`src/sv/pfp_pkg.sv`:
```
// Shared constants for the parameter frame parser: parser phases, widths, register map.
`timescale 1ns / 1ps

package pfp_pkg;

   localparam int NUM_PARAMS_DEFAULT     = 4;
   localparam int BYTES_PER_WORD_DEFAULT = 4;

   localparam int BYTE_W  = 8;
   localparam int ID_W    = 2;
   localparam int WORD_W  = 32;
   localparam int PHASE_W = 3;
   localparam int ADDR_W  = 4;
   localparam int DATA_W  = 32;
   localparam int REG_SEL_W = 2;

   localparam logic [PHASE_W-1:0] PH_HUNT  = 3'd0;
   localparam logic [PHASE_W-1:0] PH_ID    = 3'd1;
   localparam logic [PHASE_W-1:0] PH_DATA  = 3'd2;
   localparam logic [PHASE_W-1:0] PH_TAIL0 = 3'd3;
   localparam logic [PHASE_W-1:0] PH_TAIL1 = 3'd4;

   localparam logic [REG_SEL_W-1:0] REG_HEADER = 2'd0;
   localparam logic [REG_SEL_W-1:0] REG_TAIL0  = 2'd1;
   localparam logic [REG_SEL_W-1:0] REG_TAIL1  = 2'd2;

endpackage

```
`src/sv/param_frame_parser_core.sv`:
```
// Top level of the parameter frame parser: byte parser, parameter word memory, CSRs.
`timescale 1ns / 1ps

// Serial command frame parser.
// req_* carries one received byte per word: header, parameter id, data bytes
// (least significant first), then two tail bytes. The header and tail values
// come from three CSRs at byte addresses 0, 4 and 8 of the APB-style port.
// Data bytes land in a parameter word memory (one entry per id, registered
// read) as they arrive. When both tail bytes match, one word
// leaves on rsp_*: the id and the full stored word of that parameter.
// Throughput: one byte per cycle when not stalled. The word read is issued when
// the first tail byte matches, so it is ready by the second tail byte; a result
// appears on rsp_* the cycle after that byte is taken. The output register parts
// the two sides; req_stall is raised only while a result waits and rsp_stall is high.
// Reset (synchronous) returns the parser to the header hunt, clears the CSRs,
// and clears the per-entry valid bits, so every parameter word reads as zero
// until a frame writes it. No clearing pass is needed.
module param_frame_parser_core #(
   parameter int NUM_PARAMS     = pfp_pkg::NUM_PARAMS_DEFAULT,
   parameter int BYTES_PER_WORD = pfp_pkg::BYTES_PER_WORD_DEFAULT
) (
   input  logic                         clock,
   input  logic                         reset,
   input  logic                         req_valid,
   output logic                         req_stall,
   input  logic [pfp_pkg::BYTE_W-1:0]   req_rx_byte,
   output logic                         rsp_valid,
   input  logic                         rsp_stall,
   output logic [pfp_pkg::ID_W-1:0]     rsp_param_id,
   output logic [pfp_pkg::WORD_W-1:0]   rsp_param_word,
   input  logic                         psel,
   input  logic                         penable,
   input  logic                         pwrite,
   input  logic [pfp_pkg::ADDR_W-1:0]   paddr,
   input  logic [pfp_pkg::DATA_W-1:0]   pwdata,
   output logic [pfp_pkg::DATA_W-1:0]   prdata,
   output logic                         pready
);

   localparam int IW = (NUM_PARAMS > 1) ? $clog2(NUM_PARAMS) : 1;
   localparam int CW = (BYTES_PER_WORD > 1) ? $clog2(BYTES_PER_WORD) : 1;
   localparam int MW = pfp_pkg::BYTE_W * BYTES_PER_WORD;

   // CSRs
   logic [pfp_pkg::BYTE_W-1:0] header_ff, tail0_ff, tail1_ff;
   logic                       csr_wr;
   logic [pfp_pkg::REG_SEL_W-1:0] csr_sel;

   assign pready  = 1'b1;
   assign csr_sel = paddr[pfp_pkg::REG_SEL_W+1:2];
   assign csr_wr  = psel && penable && pwrite && pready;

   always_ff @(posedge clock) begin
      if (reset) begin
         header_ff <= '0;
         tail0_ff  <= '0;
         tail1_ff  <= '0;
      end else if (csr_wr) begin
         case (csr_sel)
            pfp_pkg::REG_HEADER: header_ff <= pwdata[pfp_pkg::BYTE_W-1:0];
            pfp_pkg::REG_TAIL0:  tail0_ff  <= pwdata[pfp_pkg::BYTE_W-1:0];
            pfp_pkg::REG_TAIL1:  tail1_ff  <= pwdata[pfp_pkg::BYTE_W-1:0];
            default: ;
         endcase
      end
   end

   always_comb begin
      case (csr_sel)
         pfp_pkg::REG_HEADER: prdata = pfp_pkg::DATA_W'(header_ff);
         pfp_pkg::REG_TAIL0:  prdata = pfp_pkg::DATA_W'(tail0_ff);
         pfp_pkg::REG_TAIL1:  prdata = pfp_pkg::DATA_W'(tail1_ff);
         default:             prdata = '0;
      endcase
   end

   // Parser control
   logic [pfp_pkg::PHASE_W-1:0] phase_ff, phase_in;
   logic [CW-1:0]               count_ff, count_in;
   logic [IW-1:0]               frame_id_ff, frame_id_in;
   logic                        in_acc, out_acc;
   logic                        mem_wr, mem_rd, emit;
   logic [pfp_pkg::BYTE_W-1:0]  b;
   logic                        rsp_valid_ff, rsp_valid_in;

   assign b         = req_rx_byte;
   assign req_stall = rsp_valid_ff && rsp_stall;
   assign in_acc    = req_valid && !req_stall;
   assign out_acc   = rsp_valid_ff && !rsp_stall;

   always_comb begin
      phase_in    = phase_ff;
      count_in    = count_ff;
      frame_id_in = frame_id_ff;
      mem_wr      = 1'b0;
      mem_rd      = 1'b0;
      emit        = 1'b0;
      if (in_acc) begin
         case (phase_ff)
            pfp_pkg::PH_HUNT: begin
               if (b == header_ff) phase_in = pfp_pkg::PH_ID;
            end
            pfp_pkg::PH_ID: begin
               if (b < pfp_pkg::BYTE_W'(NUM_PARAMS)) begin
                  frame_id_in = IW'(b);
                  count_in    = '0;
                  phase_in    = pfp_pkg::PH_DATA;
               end else begin
                  phase_in = pfp_pkg::PH_HUNT;
               end
            end
            pfp_pkg::PH_DATA: begin
               mem_wr = 1'b1;
               if (count_ff == CW'(BYTES_PER_WORD - 1)) begin
                  phase_in = pfp_pkg::PH_TAIL0;
               end else begin
                  count_in = count_ff + CW'(1);
               end
            end
            pfp_pkg::PH_TAIL0: begin
               if (b == tail0_ff) begin
                  mem_rd   = 1'b1;
                  phase_in = pfp_pkg::PH_TAIL1;
               end else begin
                  phase_in = pfp_pkg::PH_HUNT;
               end
            end
            pfp_pkg::PH_TAIL1: begin
               emit     = (b == tail1_ff);
               phase_in = pfp_pkg::PH_HUNT;
            end
            default: phase_in = pfp_pkg::PH_HUNT;
         endcase
      end
   end

   always_ff @(posedge clock) begin
      if (reset) begin
         phase_ff    <= pfp_pkg::PH_HUNT;
         count_ff    <= '0;
         frame_id_ff <= '0;
      end else begin
         phase_ff    <= phase_in;
         count_ff    <= count_in;
         frame_id_ff <= frame_id_in;
      end
   end

   // Parameter word memory; an entry not yet written reads as zero
   logic [MW-1:0]         mem [NUM_PARAMS];
   logic [NUM_PARAMS-1:0] entry_valid_ff;
   logic [MW-1:0]         rd_data_ff;
   logic                  rd_valid_ff;

   always_ff @(posedge clock) begin
      if (mem_wr) begin
         for (int l = 0; l < BYTES_PER_WORD; l++) begin
            // first write to an entry zeroes the other lanes
            if (count_ff == CW'(l)) begin
               mem[frame_id_ff][l*pfp_pkg::BYTE_W +: pfp_pkg::BYTE_W] <= b;
            end else if (!entry_valid_ff[frame_id_ff]) begin
               mem[frame_id_ff][l*pfp_pkg::BYTE_W +: pfp_pkg::BYTE_W] <= '0;
            end
         end
      end
      if (mem_rd) begin
         rd_data_ff  <= mem[frame_id_ff];
         rd_valid_ff <= entry_valid_ff[frame_id_ff];
      end
   end

   always_ff @(posedge clock) begin
      if (reset) begin
         entry_valid_ff <= '0;
      end else if (mem_wr) begin
         entry_valid_ff[frame_id_ff] <= 1'b1;
      end
   end

   // Output register
   logic [pfp_pkg::ID_W-1:0]     rsp_id_ff;
   logic [pfp_pkg::WORD_W-1:0]   rsp_word_ff;
   logic [63:0]                  rd_word_ext;

   assign rd_word_ext  = rd_valid_ff ? 64'(rd_data_ff) : 64'd0;
   assign rsp_valid_in = emit || (rsp_valid_ff && !out_acc);

   always_ff @(posedge clock) begin
      if (reset) begin
         rsp_valid_ff <= 1'b0;
      end else begin
         rsp_valid_ff <= rsp_valid_in;
      end
   end

   always_ff @(posedge clock) begin
      if (emit) begin
         rsp_id_ff   <= pfp_pkg::ID_W'(frame_id_ff);
         rsp_word_ff <= rd_word_ext[pfp_pkg::WORD_W-1:0];
      end
   end

   assign rsp_valid      = rsp_valid_ff;
   assign rsp_param_id   = rsp_id_ff;
   assign rsp_param_word = rsp_word_ff;

   // Checks
   a_rsp_from_tail : assert property (@(posedge clock) disable iff (reset)
      $rose(rsp_valid_ff) |-> $past(in_acc && phase_ff == pfp_pkg::PH_TAIL1))
      else $error("result raised without a second tail byte");

   a_stall_only_when_full : assert property (@(posedge clock) disable iff (reset)
      req_stall |-> rsp_valid_ff)
      else $error("input stalled with empty output register");

   a_id_in_range : assert property (@(posedge clock) disable iff (reset)
      (phase_ff == pfp_pkg::PH_DATA || phase_ff == pfp_pkg::PH_TAIL1)
         |-> (32'(frame_id_ff) < NUM_PARAMS))
      else $error("frame id out of range during frame");

   a_last_data : assert property (@(posedge clock) disable iff (reset)
      (in_acc && phase_ff == pfp_pkg::PH_DATA && count_ff == CW'(BYTES_PER_WORD - 1))
         |=> (phase_ff == pfp_pkg::PH_TAIL0))
      else $error("last data byte did not advance to tail");

endmodule

```
`config.mk`:
```
export PLATFORM = sky130hd
export DESIGN_NAME = param_frame_parser_core
export DESIGN_NICKNAME = d
export VERILOG_FILES = /design/src/sv/pfp_pkg.sv /design/src/sv/param_frame_parser_core.sv
export SDC_FILE = /design/constraint.sdc
export NUM_CORES = 1
export LEC_CHECK = 0
export ABC_AREA = 1
export BUFFER_PORTS_ARGS = -buffer_cell sky130_fd_sc_hd__buf_2
export CAP_MARGIN = 15
export CORE_UTILIZATION = 52
export DETAILED_ROUTE_END_ITERATION = 8
export PLACE_DENSITY = 0.76
export SETUP_SLACK_MARGIN = 0.3
export SYNTH_ARGS = -nofsm -noshare
export SYNTH_HDL_FRONTEND = slang
export SYNTH_SLANG_ARGS = --single-unit
```
`constraint.sdc`:
```
create_clock -name clock -period 3.96 [get_ports clock]
set_input_delay 0.792 -clock clock [delete_from_list [all_inputs] [get_ports clock]]
set_output_delay 0.792 -clock clock [all_outputs]
set_load 0.05 [all_outputs]
```
[Yosys cells after proc, flatten, opt, wreduce, memory -nomap -nowiden]
Memories as Yosys holds them, arrays and structs flattened. A register that Yosys moved wholly into a read port is not among the register bits.
Index checks and enable logic that the tools add are counted.
Word-level totals
  memories: 1
  bits in writable memories: 128
  word-level logic and storage cells: 107
  bits in registers: 71
Operators by class
  $add $sub $neg: 1
  muxes and demuxes: 49
  equal/unequal tests: 16
  $lt $le $gt $ge: 3
  reduce and logical (&&, ||, !) cells: 21
  bitwise operators: 5
Memories
  mem: words 4, width 32, read ports 1, clocked after Yosys merged registers in 1, write ports 1, line param_frame_parser_core.sv:150  | logic [MW-1:0] mem [NUM_PARAMS];
Operators by type and width (number)
  $mux 1: 34
  $mux 8: 4
  $eq 8x8->1: 3
  $pmux 8 s3: 1
  $pmux 3 s4: 1
  $mux 3: 3
  $lt 8x3->1 const B: 1
  $ne 2x2->1 const B: 4
  $logic_and 1x1->1: 7
  $eq 2x2->1 const B: 3
  $eq 3x2->1 const B: 2
  $mux 2: 3
  $reduce_and 2->1: 3
  $reduce_and 3->1: 2
  $eq 2x1->1 const B: 2
  $logic_not 2->1: 2
  $or 1x1->1: 4
  $or 4x4->4: 1
  $pmux 2 s2: 1
  $reduce_and 4->1: 1
  $eq 3x1->1 const B: 1
  $eq 3x3->1 const B: 1
  $logic_not 1->1: 3
  $logic_not 3->1: 1
  7 further kinds: 7

[Longest topological paths before layout]
Gate-level depths: netlist of run 1.
  depth after elaboration: 7
  gate-level depth with buffers: 11

[Least setup slack after synthesis of run 1]
Ideal clock, no wire load.
  path kind: input to register
  start point: input port req_rx_byte[1] (netlist bit)
  end point: register rd_data_ff[0] (read register of mem), enable pin
  library setup time: 0.464 ns
  data arrival time: 3.653 ns
  data required time: 3.496 ns
  stages: 5
  path buffers: 0
  setup slack: -0.158 ns
  cell sequence: inv_1 -> nand2_1 -> o21ai_0 -> or3_1 -> nor3_1
On the way
  longest elaborated chain between the ends: 4
Ends and longest elaborated chain
  start, declared: line param_frame_parser_core.sv:26  | input logic [pfp_pkg::BYTE_W-1:0] req_rx_byte,
  $eq 8x8->1: line param_frame_parser_core.sv:121  | if (b == tail0_ff) begin
  $mux 1: line param_frame_parser_core.sv:121
  $mux 1: line param_frame_parser_core.sv:99  | case (phase_ff)
  $mux 1: line param_frame_parser_core.sv:98  | if (in_acc) begin
  via mem_rd: line param_frame_parser_core.sv:82  | logic mem_wr, mem_rd, emit;
  end, declared: line param_frame_parser_core.sv:152  | logic [MW-1:0] rd_data_ff;
The timed path passes the listed nets, and every way through them passes these cells.
A chain may end at the register's enable or synchronous reset.

[Final worst setup path of run 1]
  start point: input port paddr[3] (netlist bit)
  end point: output port prdata[3] (netlist bit)
On the way
  longest elaborated chain between the ends: 2
  elaborated cells on any way between the ends: 4
Ends and longest elaborated chain
  start, declared: line param_frame_parser_core.sv:34  | input logic [pfp_pkg::ADDR_W-1:0] paddr,
  $eq 2x2->1 (tied with other cells): line param_frame_parser_core.sv:69  | case (csr_sel)
  $pmux 8 s3 (*): line param_frame_parser_core.sv:69
  end, declared: line param_frame_parser_core.sv:36  | output logic [pfp_pkg::DATA_W-1:0] prdata,
Mark *: on every way between the ends. The rest lies on a longest branch, timed or not.

==> flow_summary.toml, run 1 <==
[logic_synthesis]
yosys-top-cells-area = "edfxtp_1 (63%), dfxtp_1 (7.7%), nand2_1 (6.3%)"
syn-cell-area_um2 = 9335
synth.avg_cell_area_um2 = 11.85
syn_inst = 788
synth_cell_types = 34
netlist.area_leader.share_pct = 62.73
ys_seq_area_share_pct = 70.45
synth-seq-cells = 231
synth_area_leader_cell = "edfxtp_1"
ys_warn_count = 0

[timing]
period_share_pct = 65.58
timing.final.crit_period_ns = 2.597
setup_tns_ns = 0
final-hold-violation-count = 0
slew_headroom_pct = 25.80
drv_slew = 0
grt_setup_unrepaired = "no"
max_freq_ghz = 0.3851
setup_violations = 0
final.setup_skew_ns = 0.01038
tightest_slew_ns = 1.113

[worst_setup_path]
end_kind = "primary output"
cpMaxStageDelayCell = "buf_2"
start_kind = "input port"
critPathKind = "in2out"
crit_fanout = 7
max_stage_delay_ns = 0.30
r2r-start = "frame_id_ff[1]$_SDFFE_PP0P_"
critical_path.cell_chain = "buf_2, inv_1, nand2_1, inv_1, nand2_1, o211ai_1, buf_2"
crit_arrival_ns = 1.80
required_ns = 3.17
crit_start = "paddr[3]"

[layout]
num_antenna_cells = 0
final_cells = 1112
drive_gt1_share_pct = 14.54
nets = 926
syn2layout_area_growth_pct = 13.93

[min_path]
hold_start = "entry_valid_ff[1]$_SDFFE_PP0P_"
hold_path.class = "reg2reg"

[routing]
dr_total_vias = 5988
drt_iter0_markers = 464
viasPerCell = 5.385
drc_errors = 0
drt_wl_total_mm = 18.30
drtAntennaViolNets = 0
dr.pass1.iters = 5
wl_per_cell_um = 16.46

[place]
io_buffers = 68
hpwl_mm = 11.70
place_inst = 1070
gp_congestion = 0.9002

[power_and_ir_drop]
p_comb_share_pct = 4.9
p_per_area_nw_per_um2 = 476.8
switching_power_mw = 1.086
switching_share_pct = 21.42
vdd_drop_max_uv = 298.3
p_clk_share_pct = 42.6
p_total_mw = 5.070
p_int_mw = 3.984
p_leak_nw = 4.097
seqPwrFrac_pct = 52.6

[clocking]
cts_max_path_buffers = 3
clock-sinks = 231
htreeDepth = 1
cts_tree = "done"
numCtsBuffers = 24
post_cts_buffers = 0
cts-root-buf = "clkbuf_16"
clk_latency_ns = 0.50
cts_hold_buf = 0
cts_resized = 0
clkTransAtPathRegs_ns = 0.06

[grt]
grt_pass1_wl_mm = 29.17
grt_overflow = 0
grtUsageTotal_pct = 20.72
grt_max_degree = 34
antenna_found_initial = 0
grt_pass1_vias = 5775

[floorplanning]
io-pin-count = 120
dieArea_um2 = 18490
start_util_pct = 53.60
die_w_um = 136.0
core.rowCount = 48
die_height_um = 136.0
fp.coreArea_um2 = 17420

[status]
run_status = "complete, no violations"

[run]
cap_violations = 0
[power groups by stage]
stage               combinational, mW  sequential, mW  clock (mW)
floorplan                       0.201            2.71           0
global route                    0.271            2.67        2.28
CTS                             0.245            2.67        2.17
global placement                0.236            2.72           0
detailed placement              0.243            2.72           0
finish                          0.247            2.67        2.16
[cell families (layout without fill, tap and decap cells)]
logic type                 Yosys count  count (layout)  share of synthesized area, %
AOI/OAI and AO/OA                  135             135                         9.329
xor gates and xnor gates             8               8                        0.7506
adders and majority gates            4               4                        0.5361
buffers and inverters              134             210                         6.634
DFF                                231             231                         70.45
other                                2              25                       0.08045
and+or+nand+nor                    274             274                         12.22
[final cells by class]
cell class | count | area (µm²)
clock inverters | 13 | 111.4
well taps | 225 | 281.5
flip-flops and latches | 231 | 6576
inverters | 86 | 322.8
multi-input cells | 446 | 2245
repair buffers | 82 | 457.9
clock buffers | 29 | 640.6
fillers | 1348 | 6782
[final timing paths]
kind	to	slack [ns]	cells past startpoint
max	prdata[3]	1.36	7
min	entry_valid_ff[1]$_SDFFE_PP0P_	0.46	2
max reg2reg	mem[0][7]$_DFFE_PP_	1.56	4
min reg2reg	entry_valid_ff[1]$_SDFFE_PP0P_	0.46	2
[registers in the layout (all words and copies together), names as in the netlist, 3 cells and up]
signal and cells:
header_ff 8, mem 128, rsp_param_word 32, phase_ff 3, entry_valid_ff 4, rd_data_ff 32, tail1_ff 8, tail0_ff 8
[routing by layer]
metal  GRT usage [%]  part of all wire (%)  vias to the layer above  wire (µm)
met5               0                     0                        -          0
met4           7.346                   1.8                        0        325
met3           3.318                   7.3                       32       1337
met2           34.78                    49                      273       8894
met1           27.36                    42                     2843       7743
li1                -                     -                     2840          -
[synth_stat cells]
cell type  instances
a21oi_1           40
a21oi_4            1
a22oi_1           52
buf_1              1
buf_2              6
buf_4             25
buf_6              2
clkbuf_1          14
clkinv_1           1
conb_1             2
dfxtp_1           36
edfxtp_1         195
ha_1               4
inv_1             83
inv_2              2
nand2_1          156
nand3_1           16
nand4_1            1
nor2_1            85
nor2_2             1
nor2_4             3
nor3_1             4
nor3_4             4
nor4_1             1
o2111ai_1          1
o211ai_1           4
o21ai_0           29
o221ai_1           4
o221ai_4           1
o22ai_1            3
or2_1              2
or3_1              1
xnor2_1            5
xor2_1             3
[placed cells by master (no fill, tap or decap)]
cell	count
or3_1	1
clkinvlp_2	1
o221ai_4	1
or2_1	2
xnor2_1	5
ha_1	4
inv_2	2
nor2_1	84
o221ai_1	4
conb_1	25
o22ai_1	3
edfxtp_1	195
nand4_1	1
nor3_1	3
buf_4	13
nor3_4	5
clkbuf_16	25
a22oi_1	52
nand2_1	156
o211ai_1	4
clkbuf_1	4
o21ai_0	29
bufinv_16	2
nor2_4	4
xor2_1	3
buf_12	1
buf_2	68
a21oi_4	1
nand3_1	16
inv_1	83
clkinv_1	6
a21oi_1	40
clkinvlp_4	1
nor2_2	1
nor4_1	1
clkinv_2	4
o2111ai_1	1
dfxtp_1	36
[through the flow]
stage | utilization [%] | area (µm²) | hold slack (ns) | setup WS [ns]
after CTS | 61.06 | 10640 | 0.4619 | 1.369
final | 61.06 | 10640 | 0.4632 | 1.363
after floorplan | - | 9427 | 0.4362 | 0.7965
after global routing | 61.06 | 10640 | 0.4980 | 1.267
after global placement | 56.75 | 9883 | 0.4478 | 1.165
after detailed placement | 56.75 | 9883 | 0.4533 | 1.158
[worst max-delay path: cells and delay by family]
family | cells | cell delay (ns)
AND/OR/NAND/NOR | 2 | 0.24
AO/OA/AOI/OAI | 1 | 0.09
buffers and inverters | 4 | 0.69
No activity file was read; power rests on OpenSTA's default activity.
==> inputs of run 2 (changes only) <==
- CORE_UTILIZATION: 52 -> 57
- PLACE_DENSITY: 0.76 -> 0.79
- clock period: 3.96 -> 2.4 ns (I/O delays scaled with it)
==> flow_summary.toml, run 2 (synthesis gave the netlist of run 1 again) <==
[status]
run_status = "complete, no violations"

[place]
dpl_cell_area_um2 = 10020
gp_congestion = 0.8897
io_buffers = 68
hpwl_mm = 11.38

[clocking]
numCtsBuffers = 23
post_cts_buffers = 0
clk_latency_ns = 0.50
cts_max_path_buffers = 3
cts_resized = 0
htreeDepth = 1
cts_tree = "done"
clkTransAtPathRegs_ns = 0.06
cts_hold_buf = 0
clock-sinks = 231
cts-root-buf = "clkbuf_16"

[layout]
multi_input_area_um2 = 2245
syn2layout_area_growth_pct = 14.60
num_antenna_cells = 0
final_common_cell = "edfxtp_1"
largest_register_ffs = 128
regArea_um2 = 6576
nets = 943
top_register = "mem"
drive_gt1_share_pct = 16.15
n_fill_cell = 1133
fin_area_um2 = 10700
final_cell_mix = "edfxtp_1 (195), nand2_1 (156), nor2_1 (84)"
postLayoutCoreUtil_pct = 67.10

[run]
cap_violations = 0

[grt]
grt_max_degree = 34
grtUsageTotal_pct = 21.91
grt_pass1_vias = 5448
grt_overflow = 0
antenna_found_initial = 0
grt_pass1_wl_mm = 27.82

[worst_setup_path]
critical-path-top-delay-family = "buffers and inverters"
start_kind = "flip-flop"
crit_fanout = 33
end_kind = "flip-flop"
crit_arrival_ns = 2.19
required_ns = 2.61
cpMaxStageDelayCell = "buf_4"
critPathKind = "reg2reg"
critical_path.cell_chain = "nor2_2, buf_4, nand2_1, a21oi_1, buf_4"
max_stage_delay_ns = 0.43
critPathMostFrequentCell = "buf_4"
crit_buf_inv = 2

[routing]
viasPerCell = 5.339
drt_iter0_markers = 438
dr.pass1.iters = 4
drc_errors = 0
wl_per_cell_um = 15.93
dr_total_vias = 5980
drt_wl_total_mm = 17.84
drtAntennaViolNets = 0

[power_and_ir_drop]
vdd_drop_max_uv = 477.4
p_per_area_nw_per_um2 = 753.1
p_leak_nw = 4.165

[min_path]
hold_path.class = "in2reg"

[timing]
max_freq_ghz = 0.5036
period_share_pct = 82.74
grt_setup_unrepaired = "no"
slew_headroom_pct = 53.00
setup_tns_ns = 0
final-hold-violation-count = 0
timing.final.crit_period_ns = 1.986
drv_slew = 0
tightest_slew_ns = 0.7049
setup_violations = 0
final.setup_skew_ns = 0.009650

[floorplanning]
start_util_pct = 58.55
io-pin-count = 120
die_height_um = 130.0
die_w_um = 130.0
core.rowCount = 46
fp.coreArea_um2 = 15940
dieArea_um2 = 16890
## run 2: layout make-up
type	instances	area share (%)
inverter	86	3.018
multi-input combinational	446	20.98
sequential	231	61.47
clock buffer	31	5.848
clock inverter	10	0.4678
tap	216	2.526
timing repair buffer	100	5.684
## run 2: tightest hold or removal path: stages
cell and delay [ns]:
buf_2 0.10, nor2_1 0.04, nor2_1 0.08
## run 2: final timing paths
check             cells after the start                           start  slack [ns]                              to
setup / recovery                      5     frame_id_ff[1]$_SDFFE_PP0P_        0.41            mem[0][15]$_DFFE_PP_
hold / removal                        3                       pwdata[7]        0.24        tail0_ff[7]$_SDFFE_PP0P_
setup reg to reg                      5     frame_id_ff[1]$_SDFFE_PP0P_        0.41            mem[0][15]$_DFFE_PP_
hold reg to reg                       2  entry_valid_ff[1]$_SDFFE_PP0P_        0.47  entry_valid_ff[1]$_SDFFE_PP0P_
## run 2: per-layer routing
layer	global-route usage [%]	wire, µm	up-vias
li1	-	-	2873
met1	28.74	7377	2804
met2	36.55	8657	262
met3	3.854	1298	41
met4	8.824	508	0
met5	0	0	-
## run 2: power by group
part           switching, mW  leakage (nW)  internal, mW
sequential            0.0166          2.05          4.38
combinational          0.318          1.78         0.102
clock                   1.42         0.337          1.83
## run 2: stage by stage
| step | hold slack, ns | cells | worst slack, ns | total power, mW |
|---|---|---|---|---|
| global route | 0.2391 | 1120 | 0.3045 | 8.296 |
| finish | 0.2357 | 1120 | 0.4142 | 8.057 |
| floorplan | 0.4362 | 811 | 0.08517 | 4.810 |
| CTS | 0.2257 | 1120 | 0.4186 | 8.084 |
| detailed placement | 0.4508 | 1079 | 0.2456 | 4.895 |
| global placement | 0.4461 | 1079 | 0.2755 | 4.883 |
==> inputs of run 3 (changes only) <==
- CORE_UTILIZATION: 57 -> 52
- PLACE_DENSITY: 0.79 -> 0.76
- clock period: 2.4 -> 1.6 ns (I/O delays scaled with it)
==> flow_summary.toml, run 3 (synthesis gave the netlist of run 1 again) <==
[power_and_ir_drop]
p_leak_nw = 4.963
vdd_drop_max_uv = 744.0
p_per_area_nw_per_um2 = 968.8
p_total_mw = 12.63

[clocking]
cts_tree = "done"
cts_max_path_buffers = 3
cts-root-buf = "clkbuf_16"
cts_hold_buf = 0
clock-sinks = 231
clkTransAtPathRegs_ns = 0.07
clk_latency_ns = 0.52
htreeDepth = 1
numCtsBuffers = 23

[grt]
grt_pass1_vias = 6402
grt_overflow = 0
grt_max_degree = 33
grt_pass1_wl_mm = 32.80
antenna_found_initial = 0
grtUsageTotal_pct = 23.50

[min_path]
worstHoldPathCells = 3
hold_path.class = "in2reg"

[layout]
largest_register_ffs = 128
num_antenna_cells = 0
final_cell_mix = "edfxtp_1 (195), nand2_1 (140), inv_1 (66)"
nets = 1037
fin_area_um2 = 13040
drive_gt1_share_pct = 39.22
n_fill_cell = 990
postLayoutCoreUtil_pct = 74.86
regArea_um2 = 6606
top_register = "mem"
final_common_cell = "edfxtp_1"
syn2layout_area_growth_pct = 39.66
multi_input_area_um2 = 3043

[worst_setup_path]
required_ns = 1.82
ff2ff_path_depth = 8
crit_arrival_ns = 2.01
crit_fanout = 5
r2r_setup_slack_ns = -0.19
end_kind = "flip-flop"
start_kind = "flip-flop"
critPathKind = "reg2reg"

[routing]
dr_total_vias = 6792
dr.pass1.iters = 7
drtAntennaViolNets = 0
drc_errors = 0
viasPerCell = 5.558
drt_wl_total_mm = 25.18
drt_iter0_markers = 727
wl_per_cell_um = 20.60

[timing]
grt_setup_unrepaired = "yes"
setup_violations = 347
period_share_pct = 111.9
fin_ws_ns = -0.1903
final.setup_skew_ns = 0.02861
max_freq_ghz = 0.5586
drv_slew = 0
final-hold-violation-count = 0
setup_tns_ns = -42.78
timing.final.crit_period_ns = 1.790

[floorplanning]
io-pin-count = 120
fp.coreArea_um2 = 17420
die_w_um = 136.0
core.rowCount = 48
die_height_um = 136.0
dieArea_um2 = 18490
start_util_pct = 53.60

[place]
hpwl_mm = 13.20
dpl_cell_area_um2 = 11040
gp_congestion = 0.8913
io_buffers = 68

[run]
cap_violations = 0

[status]
violations = "negative setup slack"
run_status = "finished with violations"
-- run 3: cell types whose count changed in the layout (fill, tap and decap cells not counted), moves of 17 or more --
cell     delta
a21oi_1    -18
a22oi_1    -35
a22oi_2    +35
buf_12     +21
buf_4      +22
buf_6      +42
dfxtp_1    -18
inv_1      -17
nor2_1     -35
nor2_4     +34
-- run 3: what timing repair did --
item,4_1_cts,5_1_grt
cloned,1,15
setup endpoints to repair,408,411
pin swaps,19,25
gates resized for setup,77,151
setup buffers,8,9
-- run 3: critical path, stage by stage, from the launching register on --
cell,delay [ns]
dfxtp_2,0.36
buf_6,0.12
nor2_4,0.04
a21oi_4,0.14
o221ai_4,0.15
clkbuf_16,0.20
buf_12,0.14
a21oi_4,0.18
buf_6,0.15
-- run 3: final cells by class --
| class | count | area share, % |
|---|---|---|
| clock inverter | 13 | 0.7390 |
| tap | 225 | 2.159 |
| clock buffer | 27 | 4.530 |
| timing repair buffer | 194 | 15.99 |
| multi-input combinational | 446 | 23.34 |
| inverter | 86 | 2.572 |
| sequential | 231 | 50.67 |
-- run 3: metal layers --
metal  up-vias  track usage (%)  routed length [µm]
met1      3295            27.77                9444
met5         -                0                   0
met4         0            8.889                1058
li1       3079                -                   -
met2       347            42.60               12840
met3        71            4.064                1835
-- run 3: worst paths after layout --
path	start	to
max	frame_id_ff[1]$_SDFFE_PP0P_	mem[3][10]$_DFFE_PP_
min	pwdata[6]	header_ff[6]$_SDFFE_PP0P_
max reg2reg	frame_id_ff[1]$_SDFFE_PP0P_	mem[3][10]$_DFFE_PP_
min reg2reg	tail1_ff[3]$_SDFFE_PP0P_	tail1_ff[3]$_SDFFE_PP0P_
-- run 3: report_power, final --
group          internal (mW)  switching [mW]  total [mW]  leakage, nW
Sequential              6.57          0.0356        6.60         2.06
Clock                   2.80            2.23        5.03        0.340
Combinational          0.358           0.643        1.00         2.57
-- run 3: metrics by stage --
| step | hold WS [ns] | worst slack [ns] | instances |
|---|---|---|---|
| floorplan | 0.4542 | -0.5548 | 811 |
| global placement | 0.4694 | -0.2110 | 1149 |
| detailed placement | 0.4866 | -0.2242 | 1149 |
| CTS | 0.06644 | -0.1376 | 1198 |
| global route | 0.07894 | -0.2687 | 1222 |
| finish | 0.07063 | -0.1903 | 1222 |
